<file path="src/rtl/mkd_pkg.sv">
// ----------------------------------------------------------------------------
// mkd_pkg
// Shared types, register indexes and the Morse lookup for the key decoder.
// ----------------------------------------------------------------------------
package mkd_pkg;

  localparam int ElapsedWidth = 16;
  localparam int BufWidth     = 5;
  localparam int CountWidth   = 3;
  localparam int CharWidth    = 7;
  localparam int NodeWidth    = 6;
  localparam int CfgWidth     = 16;

  localparam logic [ElapsedWidth-1:0] ElapsedMax = '1;

  // configuration register indexes
  localparam logic REG_DOT_TICKS = 1'b0;
  localparam logic REG_GAP_TICKS = 1'b1;

  localparam logic [CfgWidth-1:0] DotTicksReset = 16'd15;
  localparam logic [CfgWidth-1:0] GapTicksReset = 16'd90;

  typedef struct packed {
    logic                    key_held;
    logic [ElapsedWidth-1:0] elapsed_ticks;
    logic [BufWidth-1:0]     symbol_bits;
    logic [CountWidth-1:0]   symbol_count;
  } state_t;

  typedef struct packed {
    logic                 symbol_event;
    logic                 symbol_is_dash;
    logic                 decode_event;
    logic                 char_valid;
    logic [CharWidth-1:0] character;
  } result_t;

  // walk the tree: root is node 1, a dit appends 0, a dash appends 1
  function automatic logic [NodeWidth-1:0] morse_node(
    input logic [BufWidth-1:0]   bits,
    input logic [CountWidth-1:0] count
  );
    logic [NodeWidth-1:0] node;
    node = NodeWidth'(1);
    for (int i = 0; i < BufWidth; i++) begin
      if (CountWidth'(i) < count) begin
        node = {node[NodeWidth-2:0], bits[i]};
      end
    end
    return node;
  endfunction

  // zero marks a node with no character
  function automatic logic [CharWidth-1:0] morse_char(input logic [NodeWidth-1:0] node);
    logic [CharWidth-1:0] ch;
    unique case (node)
      6'd2:    ch = 7'h45; // E
      6'd3:    ch = 7'h54; // T
      6'd4:    ch = 7'h49; // I
      6'd5:    ch = 7'h41; // A
      6'd6:    ch = 7'h4E; // N
      6'd7:    ch = 7'h4D; // M
      6'd8:    ch = 7'h53; // S
      6'd9:    ch = 7'h55; // U
      6'd10:   ch = 7'h52; // R
      6'd11:   ch = 7'h57; // W
      6'd12:   ch = 7'h44; // D
      6'd13:   ch = 7'h4B; // K
      6'd14:   ch = 7'h47; // G
      6'd15:   ch = 7'h4F; // O
      6'd16:   ch = 7'h48; // H
      6'd17:   ch = 7'h56; // V
      6'd18:   ch = 7'h46; // F
      6'd20:   ch = 7'h4C; // L
      6'd22:   ch = 7'h50; // P
      6'd23:   ch = 7'h4A; // J
      6'd24:   ch = 7'h42; // B
      6'd25:   ch = 7'h58; // X
      6'd26:   ch = 7'h43; // C
      6'd27:   ch = 7'h59; // Y
      6'd28:   ch = 7'h5A; // Z
      6'd29:   ch = 7'h51; // Q
      6'd32:   ch = 7'h35; // 5
      6'd33:   ch = 7'h34; // 4
      6'd35:   ch = 7'h33; // 3
      6'd39:   ch = 7'h32; // 2
      6'd42:   ch = 7'h2B; // +
      6'd47:   ch = 7'h31; // 1
      6'd48:   ch = 7'h36; // 6
      6'd49:   ch = 7'h3D; // =
      6'd50:   ch = 7'h2F; // /
      6'd56:   ch = 7'h37; // 7
      6'd60:   ch = 7'h38; // 8
      6'd62:   ch = 7'h39; // 9
      6'd63:   ch = 7'h30; // 0
      default: ch = '0;
    endcase
    return ch;
  endfunction

endpackage

</file>
<file path="src/rtl/mkd_step.sv">
// ----------------------------------------------------------------------------
// mkd_step
// One tick of the decoder: timing, symbol classification, buffer and decode.
// ----------------------------------------------------------------------------
module mkd_step #(
  parameter int MAX_SYMBOLS = 5
) (
  input  mkd_pkg::state_t                     state,
  input  logic                                key_pressed,
  input  logic [mkd_pkg::CfgWidth-1:0]        dot_ticks,
  input  logic [mkd_pkg::CfgWidth-1:0]        gap_ticks,
  output mkd_pkg::state_t                     state_next,
  output mkd_pkg::result_t                    result,
  output logic                                result_present
);
  import mkd_pkg::*;

  logic                    press;
  logic                    release_tick;
  logic                    dash;
  logic                    decode;
  logic [ElapsedWidth-1:0] elapsed_next;
  logic [BufWidth-1:0]     bits_app;
  logic [CountWidth-1:0]   count_app;
  logic [CharWidth-1:0]    ch;

  assign press        = key_pressed && !state.key_held;
  assign release_tick = !key_pressed && state.key_held;

  // counter saturates, restarts on a press
  always_comb begin
    if (press) begin
      elapsed_next = '0;
    end else if (state.elapsed_ticks != ElapsedMax) begin
      elapsed_next = state.elapsed_ticks + ElapsedWidth'(1);
    end else begin
      elapsed_next = state.elapsed_ticks;
    end
  end

  assign dash = (elapsed_next >= dot_ticks);

  always_comb begin
    bits_app  = state.symbol_bits;
    count_app = state.symbol_count;
    decode    = 1'b0;
    if (release_tick) begin
      bits_app  = state.symbol_bits | (BufWidth'(dash) << state.symbol_count);
      count_app = state.symbol_count + CountWidth'(1);
      decode    = (count_app >= CountWidth'(MAX_SYMBOLS));
    end else begin
      decode = (state.symbol_count != '0) && (elapsed_next > gap_ticks);
    end
  end

  assign ch = morse_char(morse_node(bits_app, count_app));

  always_comb begin
    state_next.key_held      = key_pressed;
    state_next.elapsed_ticks = elapsed_next;
    state_next.symbol_bits   = decode ? '0 : bits_app;
    state_next.symbol_count  = decode ? '0 : count_app;

    result.symbol_event   = release_tick;
    result.symbol_is_dash = release_tick && dash;
    result.decode_event   = decode;
    result.char_valid     = decode && (ch != '0);
    result.character      = decode ? ch : '0;
  end

  assign result_present = release_tick || decode;

endmodule

</file>
<file path="src/rtl/morse_key_decoder.sv">
// ----------------------------------------------------------------------------
// morse_key_decoder
// Morse key decoder: turns sampled key ticks into dits, dashes and characters.
// ----------------------------------------------------------------------------
// Each request is one timebase tick with the sampled key level. A tick is taken
// into an input register, processed in one pass against the key timing state
// and written to an output register. The block takes one request per clock
// while the output side keeps up. Ticks that append no symbol and decode
// nothing produce no result. dot_ticks and gap_ticks are to be written through
// the configuration port only while the block is idle; the block itself does
// not enforce this. They reset to 15 and 90.
module morse_key_decoder #(
  parameter int MAX_SYMBOLS = 5
) (
  input  logic                         clk,
  input  logic                         rst,
  input  logic                         cfg_we,
  input  logic                         cfg_index,
  input  logic [mkd_pkg::CfgWidth-1:0] cfg_data,
  input  logic                         in_valid,
  output logic                         in_ready,
  input  logic                         key_pressed,
  output logic                         out_valid,
  input  logic                         out_ready,
  output logic                         symbol_event,
  output logic                         symbol_is_dash,
  output logic                         decode_event,
  output logic                         char_valid,
  output logic [mkd_pkg::CharWidth-1:0] character
);
  import mkd_pkg::*;

  logic [CfgWidth-1:0] dot_ticks;
  logic [CfgWidth-1:0] gap_ticks;
  logic                in_held;
  logic                in_key;
  state_t              state;
  state_t              state_next;
  result_t             step_result;
  logic                step_present;
  result_t             result;
  logic                out_free;
  logic                advance;

  always_ff @(posedge clk) begin
    if (rst) begin
      dot_ticks <= DotTicksReset;
      gap_ticks <= GapTicksReset;
    end else if (cfg_we) begin
      unique case (cfg_index)
        REG_DOT_TICKS: dot_ticks <= cfg_data;
        REG_GAP_TICKS: gap_ticks <= cfg_data;
        default:       ;
      endcase
    end
  end

  assign out_free = !out_valid || out_ready;
  assign advance  = in_held && out_free;
  assign in_ready = !in_held || out_free;

  // input stage
  always_ff @(posedge clk) begin
    if (rst) begin
      in_held <= 1'b0;
    end else if (in_valid && in_ready) begin
      in_held <= 1'b1;
    end else if (advance) begin
      in_held <= 1'b0;
    end
  end

  always_ff @(posedge clk) begin
    if (in_valid && in_ready) begin
      in_key <= key_pressed;
    end
  end

  mkd_step #(
    .MAX_SYMBOLS(MAX_SYMBOLS)
  ) u_step (
    .state          (state),
    .key_pressed    (in_key),
    .dot_ticks      (dot_ticks),
    .gap_ticks      (gap_ticks),
    .state_next     (state_next),
    .result         (step_result),
    .result_present (step_present)
  );

  always_ff @(posedge clk) begin
    if (rst) begin
      state <= '0;
    end else if (advance) begin
      state <= state_next;
    end
  end

  // output register
  always_ff @(posedge clk) begin
    if (rst) begin
      out_valid <= 1'b0;
    end else if (out_free) begin
      out_valid <= advance && step_present;
    end
  end

  always_ff @(posedge clk) begin
    if (advance && step_present) begin
      result <= step_result;
    end
  end

  assign symbol_event   = result.symbol_event;
  assign symbol_is_dash = result.symbol_is_dash;
  assign decode_event   = result.decode_event;
  assign char_valid     = result.char_valid;
  assign character      = result.character;

endmodule

</file>
<file path="config.mk">
export PLATFORM = sky130hd
export DESIGN_NAME = morse_key_decoder
export DESIGN_NICKNAME = d
export VERILOG_FILES = /design/src/rtl/mkd_pkg.sv /design/src/rtl/mkd_step.sv /design/src/rtl/morse_key_decoder.sv
export SDC_FILE = /design/constraint.sdc
export NUM_CORES = 1
export LEC_CHECK = 0
export BUFFER_PORTS_ARGS = -buffer_cell sky130_fd_sc_hd__buf_2
export CORE_ASPECT_RATIO = 0.6
export CORE_MARGIN = 2
export CORE_UTILIZATION = 39
export DETAILED_ROUTE_END_ITERATION = 16
export GPL_ROUTABILITY_DRIVEN = 0
export SYNTH_ARGS = -nofsm -noshare
export SYNTH_HDL_FRONTEND = slang
export SYNTH_SLANG_ARGS = --single-unit
</file>
<file path="constraint.sdc">
create_clock -name clk -period 5.53 [get_ports clk]
set_input_delay 0 -clock clk [delete_from_list [all_inputs] [get_ports clk]]
set_output_delay 0 -clock clk [all_outputs]
set_load 0.005 [all_outputs]
</file>
==> results.json, run 1 <==
{
  "outcome": "complete, no violations",
  "p_sw_share_pct": 22.83,
  "overflow": 0,
  "die_area_um2": 13520,
  "leakage_nw": 2.560,
  "grt_pass1_vias": 4406,
  "initial_core_util_pct": 40.28,
  "path_cells": "nand3_1, nor4_2, nand2b_1, nor2b_2, nor2b_2, nand3_1, xor2_1, nor2_1, ha_1, nand2_1, or3_4, or3_4, nand3_1, a31oi_1, o32a_1, inv_2, ha_1, nand3_1, o221ai_1, and4_1, a211o_1, o21a_1, a41oi_2",
  "synthesis.nets": 705,
  "crit_arrival_ns": 5.47,
  "drt_iter0_markers": 612,
  "cts_tree": "built",
  "routed_wl_mm": 14.08,
  "grt_pass1_wl_mm": 22.52,
  "antenna_found_initial": 0,
  "n_fill_cell": 1178,
  "synth_top_area_share_pct": 24.08,
  "cts_buffer_depth": 2,
  "crit_path_max_fanout": 6,
  "crit_top_cell": "nand3_1",
  "viasPerCell": 5.562,
  "criticalPathCategory": "reg2reg",
  "pwr-share-seq_pct": 40.1,
  "power.share.clock_pct": 50.7,
  "ir_worst_vdd_v": 0.0001447,
  "crit_path_top_delay_cell": "dfxtp_1",
  "clock_skew_ns": 0.008506,
  "ff_latch_area_um2": 1541,
  "startpoint": "state[18]$_SDFFE_PP0P_",
  "grt_max_degree": 60,
  "clk_pin_slew_worst_paths_ns": 0.06,
  "power_frac_comb_pct": 9.2,
  "root_buffer": "clkbuf_16",
  "cp-end-kind": "register",
  "clk_latency_ns": 0.33,
  "layout_common_cells": "nand2_1 (121), a21oi_1 (64), dfxtp_1 (59), inv_1 (49), nor2_1 (47)",
  "final_common_cell": "nand2_1",
  "syn-cell-area_um2": 4906,
  "synth_seq_cells": 71,
  "reg2reg_from": "state[18]$_SDFFE_PP0P_",
  "via_count": 4861,
  "track_usage_pct": 20.77,
  "tightest_slew_ns": 1.093,
  "synthCells": 639,
  "required_ns": 5.71,
  "drive_above_1_share_pct": 15.37,
  "coreArea_um2": 12180,
  "power.internal_w": 0.001053,
  "yosysWarnings": 0,
  "p_sw_w": 0.0003115,
  "io_buffers": 35,
  "hold_violations": 0,
  "syn_area_per_cell_um2": 7.678,
  "place_hpwl_mm": 10.43,
  "hold_path_class": "in2reg",
  "slew_viol_final": 0,
  "numCtsBuffers": 9,
  "ios": 36,
  "yosys.area.top_type": "dfxtp_1",
  "dieHeight_um": 90.88,
  "rows": 31,
  "fin_util_pct": 49.36,
  "async_reset_ff_share_pct": 0,
  "drv_cap": 0,
  "hp-start": "cfg_index",
  "placed_cells": 836,
  "ys_types": 69,
  "netlist_top_cells_area": "dfxtp_1 (24%), ha_1 (11%), nand2_1 (9.3%)",
  "multiInputGateArea_um2": 3126,
  "power_density_nw_per_um2": 226.9,
  "drcViolationCount": 0,
  "fmax_ghz": 0.1889,
  "post-route-min-period_ns": 5.295,
  "slew_headroom_pct": 27.15,
  "n_antenna_cell": 0,
  "layout.nets": 770,
  "period_share_pct": 95.75,
  "finalNonFillerCells": 874,
  "ys.flop_type": "dfxtp_1",
  "synth-edff-count": 12,
  "reg2reg_slack_ns": 0.24,
  "synth-seq-area-share_pct": 31.42,
  "cp-start-kind": "register",
  "ant_nets": 0,
  "finalSetupViolCount": 0,
  "cts.sinks": 71,
  "cts_max_level": 3,
  "wl_per_cell_um": 16.11,
  "area_delta_synth_final_pct": 22.55,
  "drtPass1Iterations": 5,
  "die_w_um": 148.8,
  "critPathMaxStageDelay_ns": 0.45
}
[metal layers]
layer | GRT usage (%) | wire (um)
met4 | 3.492 | 68
met2 | 27.39 | 5474
met5 | 0 | 0
met1 | 32.45 | 7184
met3 | 6.667 | 1354
[what timing repair did]
item | CTS | global route
setup endpoints to repair | 0 | 7
buffers inserted | 0 | 2
hold endpoints to repair | 36 | 0
hold buffers | 20 | 0
gates resized for setup | 0 | 17
[synthesized netlist by cell type (3+ instances only)]
| cell type | number |
|---|---|
| xor2_1 | 11 |
| nor2b_1 | 4 |
| o221ai_1 | 7 |
| nand3_1 | 21 |
| nor3_1 | 17 |
| or3_1 | 4 |
| and2_1 | 3 |
| ha_1 | 43 |
| o31a_1 | 3 |
| inv_1 | 50 |
| edfxtp_1 | 12 |
| nand3b_1 | 8 |
| a22oi_1 | 5 |
| a21oi_1 | 64 |
| nor4_1 | 4 |
| nand2b_1 | 8 |
| o21ai_0 | 8 |
| and3_1 | 5 |
| dfxtp_1 | 59 |
| xnor2_1 | 5 |
| o21a_1 | 3 |
| a31oi_1 | 8 |
| nand4_1 | 9 |
| a21o_1 | 15 |
| a221oi_1 | 3 |
| a211o_1 | 6 |
| a211oi_1 | 7 |
| nand2_1 | 121 |
| clkbuf_1 | 23 |
| nor2_1 | 49 |
[through the flow]
stage	hold slack, ns	setup WS [ns]	total power [W]	cell area [um^2]	TNS [ns]
floorplan	0.09887	0.2837	0.0006297	4906	0
global placement	0.1820	0.1782	0.0006654	5356	0
detailed placement	0.1884	0.1326	0.0006688	5356	0
CTS	0.1814	0.08986	0.001372	5918	0
global route	0.2176	-0.002305	0.001414	6012	-0.002305
finish	0.2001	0.2350	0.001364	6012	0
[power groups by stage]
| stage | Combinational, W | Sequential (W) | Clock [W] |
|---|---|---|---|
| 2_1_floorplan | 0.0000743 | 0.000555 | 0 |
| 3_3_place_gp | 0.000108 | 0.000557 | 0 |
| 3_5_place_dp | 0.000111 | 0.000558 | 0 |
| 4_1_cts | 0.000123 | 0.000547 | 0.000702 |
| 5_1_grt | 0.000140 | 0.000548 | 0.000726 |
| 6_report | 0.000126 | 0.000547 | 0.000692 |
[logic make-up after synthesis]
family                   after synthesis  share of synthesized area [%]
multiplexers                           2                         0.4081
flip-flops                            71                          31.42
XOR/XNOR                              16                          2.856
adder cells (fa/ha/maj)               43                          10.97
AO/OA/AOI/OAI                        164                          23.18
buffers and inverters                 80                          6.478
AND/OR/NAND/NOR                      263                          24.69
[sequential cells by signal (all words and copies together) (netlist names)]
register        cells
char_valid          1
character           7
decode_event        1
dot_ticks          16
gap_ticks          16
in_held             1
in_key              1
out_valid           1
state              25
symbol_event        1
symbol_is_dash      1
[worst paths after layout]
kind | endpoint | cells past startpoint
setup / recovery | char_valid$_DFFE_PP_ | 23
hold / removal | dot_ticks[11]$_SDFFE_PP0P_ | 5
setup reg to reg | char_valid$_DFFE_PP_ | 23
hold reg to reg | dot_ticks[4]$_SDFFE_PP0P_ | 2
[worst max-delay path, delay by kind of cell (launching register included)]
kind / cells / cell delay, ns
simple gates: 13 / 2.62
buf+inv: 1 / 0.13
compound gates: 6 / 1.20
flops: 1 / 0.45
xor+xnor: 1 / 0.14
fa+ha+maj: 2 / 0.58
[area by class of cell]
cell class | instances | area share (%)
Clock inverter | 3 | 1.145
Inverter | 51 | 3.184
Sequential cell | 71 | 25.64
Tap cell | 165 | 3.434
Clock buffer | 13 | 4.870
Multi-Input combinational cell | 488 | 51.99
Timing Repair Buffer | 83 | 9.740
Note: power is estimated with default switching activity, not from simulation.
==> run 2: changes to the inputs <==
--- a/config.mk
+++ b/config.mk
@@ -11,6 +11,7 @@
 export CORE_UTILIZATION = 39
 export DETAILED_ROUTE_END_ITERATION = 16
 export GPL_ROUTABILITY_DRIVEN = 0
+export GPL_TIMING_DRIVEN = 0
 export SYNTH_ARGS = -nofsm -noshare
 export SYNTH_HDL_FRONTEND = slang
 export SYNTH_SLANG_ARGS = --single-unit
==> results.json, run 2 (synthesized netlist as in run 1, its figures left out) <==
{
  "crit_top_cell": "or3_4",
  "hold_end": "dot_ticks[8]$_SDFFE_PP0P_",
  "crit_arrival_ns": 5.49,
  "hold_violations": 0,
  "startpoint": "state[8]$_SDFFE_PP0P_",
  "drcViolationCount": 0,
  "wl_per_cell_um": 16.51,
  "initial_core_util_pct": 40.28,
  "final_common_cell": "nand2_1",
  "fin_ws_ns": 0.2114,
  "rows": 31,
  "root_buffer": "clkbuf_16",
  "reg2reg_slack_ns": 0.21,
  "grt-busiest-layer": "met1",
  "viasPerCell": 5.709,
  "criticalPathCategory": "reg2reg",
  "outcome": "complete, no violations",
  "io_buffers": 34,
  "n_antenna_cell": 0,
  "track_usage_pct": 22.03,
  "critPathMaxStageDelay_ns": 0.45,
  "grt_pass1_wl_mm": 23.50,
  "crit_path_max_fanout": 7,
  "drive_above_1_share_pct": 16.50,
  "tightest_slew_ns": 0.8691,
  "layout.nets": 782,
  "die_area_um2": 13520,
  "n_fill_cell": 1163,
  "r2r_cells": 25,
  "cts_max_level": 3,
  "clk_latency_ns": 0.34,
  "worstHoldPathCells": 4,
  "largest_reg_flops": 25,
  "power_w": 0.001304,
  "drtPass1Iterations": 5,
  "die_w_um": 148.8,
  "crit_family": "simple AND/OR/NAND/NOR gates",
  "grt_util_met2_pct": 28.47,
  "grt_pass1_vias": 4578,
  "cp-end-kind": "register",
  "power_density_nw_per_um2": 211.8,
  "numCtsBuffers": 9,
  "routed_wl_mm": 14.63,
  "crit_path_top_delay_cell": "o32a_2",
  "place_hpwl_mm": 10.91,
  "ir_worst_vdd_v": 0.0001429,
  "use_met3_pct": 5.657,
  "antenna_found_initial": 0,
  "fmax_ghz": 0.1880,
  "overflow": 0,
  "cts_tree": "built",
  "critPathBufInv": 2,
  "dieHeight_um": 90.88,
  "leakage_nw": 2.576,
  "cts_buffer_depth": 2,
  "clk_pin_slew_worst_paths_ns": 0.06,
  "period_share_pct": 96.18,
  "required_ns": 5.70,
  "grt_use_met1_pct": 35.33,
  "slew_headroom_pct": 41.64,
  "coreArea_um2": 12180,
  "grt_max_degree": 14,
  "hp-start": "cfg_we",
  "reg2reg_from": "state[8]$_SDFFE_PP0P_",
  "cts.sinks": 71,
  "cp-start-kind": "register",
  "slew_viol_final": 0,
  "reg_top3": "state x25, dot_ticks x16, gap_ticks x16",
  "finalSetupViolCount": 0,
  "hold_path_class": "in2reg",
  "drv_cap": 0,
  "area_delta_synth_final_pct": 25.48,
  "post-route-min-period_ns": 5.319,
  "top_register": "state",
  "clock_skew_ns": 0.006160,
  "reg2reg_to": "char_valid$_DFFE_PP_",
  "ant_nets": 0,
  "ios": 36,
  "layout_common_cells": "nand2_1 (120), a21oi_1 (63), dfxtp_1 (53), inv_1 (49), nor2_1 (47)",
  "via_count": 5058,
  "drt_iter0_markers": 620,
  "fin_util_pct": 50.54,
  "post-route-cell-area_um2": 6156,
  "place_area_um2": 5283,
  "pre_cts_slack_ns": -0.9767
}
-- run 2: worst max path at each step --
stage                           endpoint  slack, ns  cells after the start
floorplan           char_valid$_DFFE_PP_       0.28                     25
global placement    char_valid$_DFFE_PP_      -1.07                     25
detailed placement  char_valid$_DFFE_PP_      -0.98                     25
CTS                 char_valid$_DFFE_PP_      0.007                     24
global route        char_valid$_DFFE_PP_      -0.07                     25
finish              char_valid$_DFFE_PP_       0.21                     25
-- run 2: area by class of cell --
type,count,area (um^2),share of cell area (%)
multi-input cells,488,3288,53.41
flip-flops and latches,71,1554,25.24
repair buffers,67,467.9,7.602
clock buffers,9,225.2,3.659
well taps,165,206.4,3.354
inverters,51,193.9,3.150
plain buffers,28,123.9,2.012
clock inverters,7,96.34,1.565
-- run 2: routing by layer --
layer,vias to the layer above,share of wire (%)
met2,278,37
met4,0,1.1
li1,2424,-
met5,-,0
met3,21,11
met1,2335,50
-- run 2: what timing repair did --
action,CTS,global route
setup buffers,4,9
hold endpoints to repair,36,0
cloned,0,0
setup endpoints to repair,9,8
hold buffers,20,0
gates resized for setup,24,31
pin swaps,5,13
-- run 2: stage by stage --
stage | std cells | hold slack, ns | setup TNS (ns)
after floorplan | 639 | 0.09887 | 0
after global placement | 838 | 0.1774 | -5.769
after detailed placement | 838 | 0.1817 | -5.366
after CTS | 877 | 0.09235 | 0
after global routing | 886 | 0.1469 | -0.06579
final | 886 | 0.1018 | 0
-- run 2: report_power, final --
part           internal (W)  switching [W]
clock network      0.000396       0.000228
registers          0.000538     0.00000892
logic             0.0000512      0.0000814
-- run 2: worst reg2reg max path, delay by kind of cell (launching register included) --
kind	cells	cell delay [ns]
simple gates	11	2.17
compound gates	8	1.56
fa+ha+maj	3	0.66
flops	1	0.38
buf+inv	2	0.19
xor+xnor	1	0.18
==> run 3: changes to the inputs <==
==> constraint.sdc (replaced) <==
create_clock -name clk -period 5.85 [get_ports clk]
set_input_delay 0 -clock clk [delete_from_list [all_inputs] [get_ports clk]]
set_output_delay 0 -clock clk [all_outputs]
set_load 0.005 [all_outputs]
==> results.json, run 3 (synthesized netlist as in run 1, its figures left out) <==
{
  "outcome": "complete, no violations",
  "clk_latency_ns": 0.34,
  "viasPerCell": 5.680,
  "initial_core_util_pct": 40.28,
  "cts_buffer_depth": 2,
  "finalNonFillerCells": 883,
  "leakage_nw": 2.543,
  "coreArea_um2": 12180,
  "routed_wl_mm": 14.52,
  "required_ns": 5.91,
  "io_buffers": 34,
  "ant_nets": 0,
  "via_count": 5015,
  "hold_path_class": "in2reg",
  "placed_cells": 838,
  "pre_cts_slack_ns": -0.6567,
  "slew_viol_final": 0,
  "clock_skew_ns": 0.006159,
  "ir_worst_vdd_v": 0.0001312,
  "overflow": 0,
  "drive_above_1_share_pct": 14.21,
  "top_register": "state",
  "cts.sinks": 71,
  "cts_tree": "built",
  "grt_pass1_wl_mm": 23.51,
  "layout_common_cells": "nand2_1 (120), a21oi_1 (63), dfxtp_1 (57), inv_1 (49), nor2_1 (48)",
  "hold_violations": 0,
  "fmax_ghz": 0.1770,
  "cp-start-kind": "register",
  "drv_cap": 0,
  "largest_reg_flops": 25,
  "cts_max_level": 3,
  "area_delta_synth_final_pct": 23.00,
  "finalSetupViolCount": 0,
  "post-route-min-period_ns": 5.650,
  "power_density_nw_per_um2": 204.1,
  "numCtsBuffers": 9,
  "period_share_pct": 96.58,
  "drtPass1Iterations": 7,
  "final_common_cell": "nand2_1",
  "drcViolationCount": 0,
  "clk_pin_slew_worst_paths_ns": 0.06,
  "track_usage_pct": 22.04,
  "multiInputGateArea_um2": 3201,
  "die_w_um": 148.8,
  "reg_top3": "state x25, dot_ticks x16, gap_ticks x16",
  "slew_headroom_pct": 42.52,
  "ff_latch_area_um2": 1544,
  "die_area_um2": 13520,
  "n_fill_cell": 1177,
  "place_hpwl_mm": 10.91,
  "power_w": 0.001232,
  "rows": 31,
  "criticalPathCategory": "reg2reg",
  "cp-end-kind": "register",
  "crit_path_max_fanout": 7,
  "wl_per_cell_um": 16.45,
  "ios": 36,
  "crit_arrival_ns": 5.71,
  "layout.nets": 779,
  "root_buffer": "clkbuf_16",
  "finalSetupTns_ns": 0,
  "fin_ws_ns": 0.1998,
  "antenna_found_initial": 0,
  "tightest_slew_ns": 0.8560,
  "grt_max_degree": 14,
  "drt_iter0_markers": 556,
  "dieHeight_um": 90.88,
  "n_antenna_cell": 0,
  "grt_pass1_vias": 4563
}
==> run 3: cell types whose count changed in the layout (fill, tap and decap cells not counted), moves of 2 or more <==
cell | before | now
dfxtp_1 | 53 | 57
buf_4 | 13 | 10
ha_1 | 36 | 40
ha_4 | 5 | 1
a211oi_1 | 4 | 6
dfxtp_2 | 4 | 2
dfxtp_4 | 2 | 0
==> run 3: stage by stage <==
step,hold WS [ns],instance area (um^2),util (%)
after floorplan,0.09887,4906,-
after global placement,0.1774,5283,43.37
after detailed placement,0.1817,5283,43.37
after global routing,0.1469,6035,49.55
final,0.1018,6035,49.55
after CTS,0.09235,5861,48.12
==> run 3: report_power, final <==
group          total (W)  switching, W  internal (W)
logic           0.000123     0.0000754     0.0000476
registers       0.000517    0.00000816      0.000509
clock network   0.000592      0.000217      0.000375
total            0.00123      0.000301      0.000931
==> run 3: timing repair <==
item | in CTS | in global routing
cloned | 0 | 0
buffers inserted | 0 | 10
hold endpoints to repair | 36 | 0
hold buffers | 20 | 0
pin swaps | 1 | 5
resized for setup | 13 | 20
setup endpoints to repair | 8 | 8
==> run 3: path summary, 6_finish.rpt <==
kind / slack (ns) / start / endpoint / cells after the start
worst max register to register: 0.20 / state[9]$_SDFFE_PP0P_ / char_valid$_DFFE_PP_ / 25
worst min-delay path: 0.10 / cfg_we / dot_ticks[8]$_SDFFE_PP0P_ / 4
worst max-delay path: 0.20 / state[9]$_SDFFE_PP0P_ / char_valid$_DFFE_PP_ / 25
worst min register to register: 0.46 / gap_ticks[15]$_SDFFE_PP0P_ / gap_ticks[15]$_SDFFE_PP0P_ / 2
==> run 3: layer usage <==
metal | up-vias | wire length, um | GRT usage [%]
li1 | 2422 | - | -
met1 | 2345 | 7431 | 35.58
met2 | 233 | 5415 | 28.47
met3 | 15 | 1548 | 5.354
met4 | 0 | 127 | 4.762
met5 | - | 0 | 0
==> run 3: final cells by class <==
class | count | share of cell area (%)
multi-input combinational | 488 | 53.04
sequential | 71 | 25.59
timing repair buffer | 64 | 7.381
clock buffer | 9 | 3.732
tap | 165 | 3.421
inverter | 51 | 3.214
buffer | 28 | 2.032
clock inverter | 7 | 1.597
==> run 3: critical path, stage by stage (launching register included) <==
cell and delay, ns:
dfxtp_1 0.38, ha_2 0.23, nand2_2 0.11, nor4_4 0.34
nand2b_4 0.16, nor2b_2 0.22, nor2b_2 0.19, nand3_1 0.09
xor2_1 0.18, nor2_2 0.08, ha_1 0.32, nand2_1 0.07
or3_4 0.42, or3_4 0.44, nand3_1 0.13, a31oi_1 0.11
o32a_4 0.47, buf_4 0.17, ha_1 0.28, inv_1 0.10
nand2_1 0.06, nor4_1 0.22, a211o_1 0.16, a211o_1 0.18
o21a_1 0.16, a41oi_2 0.09
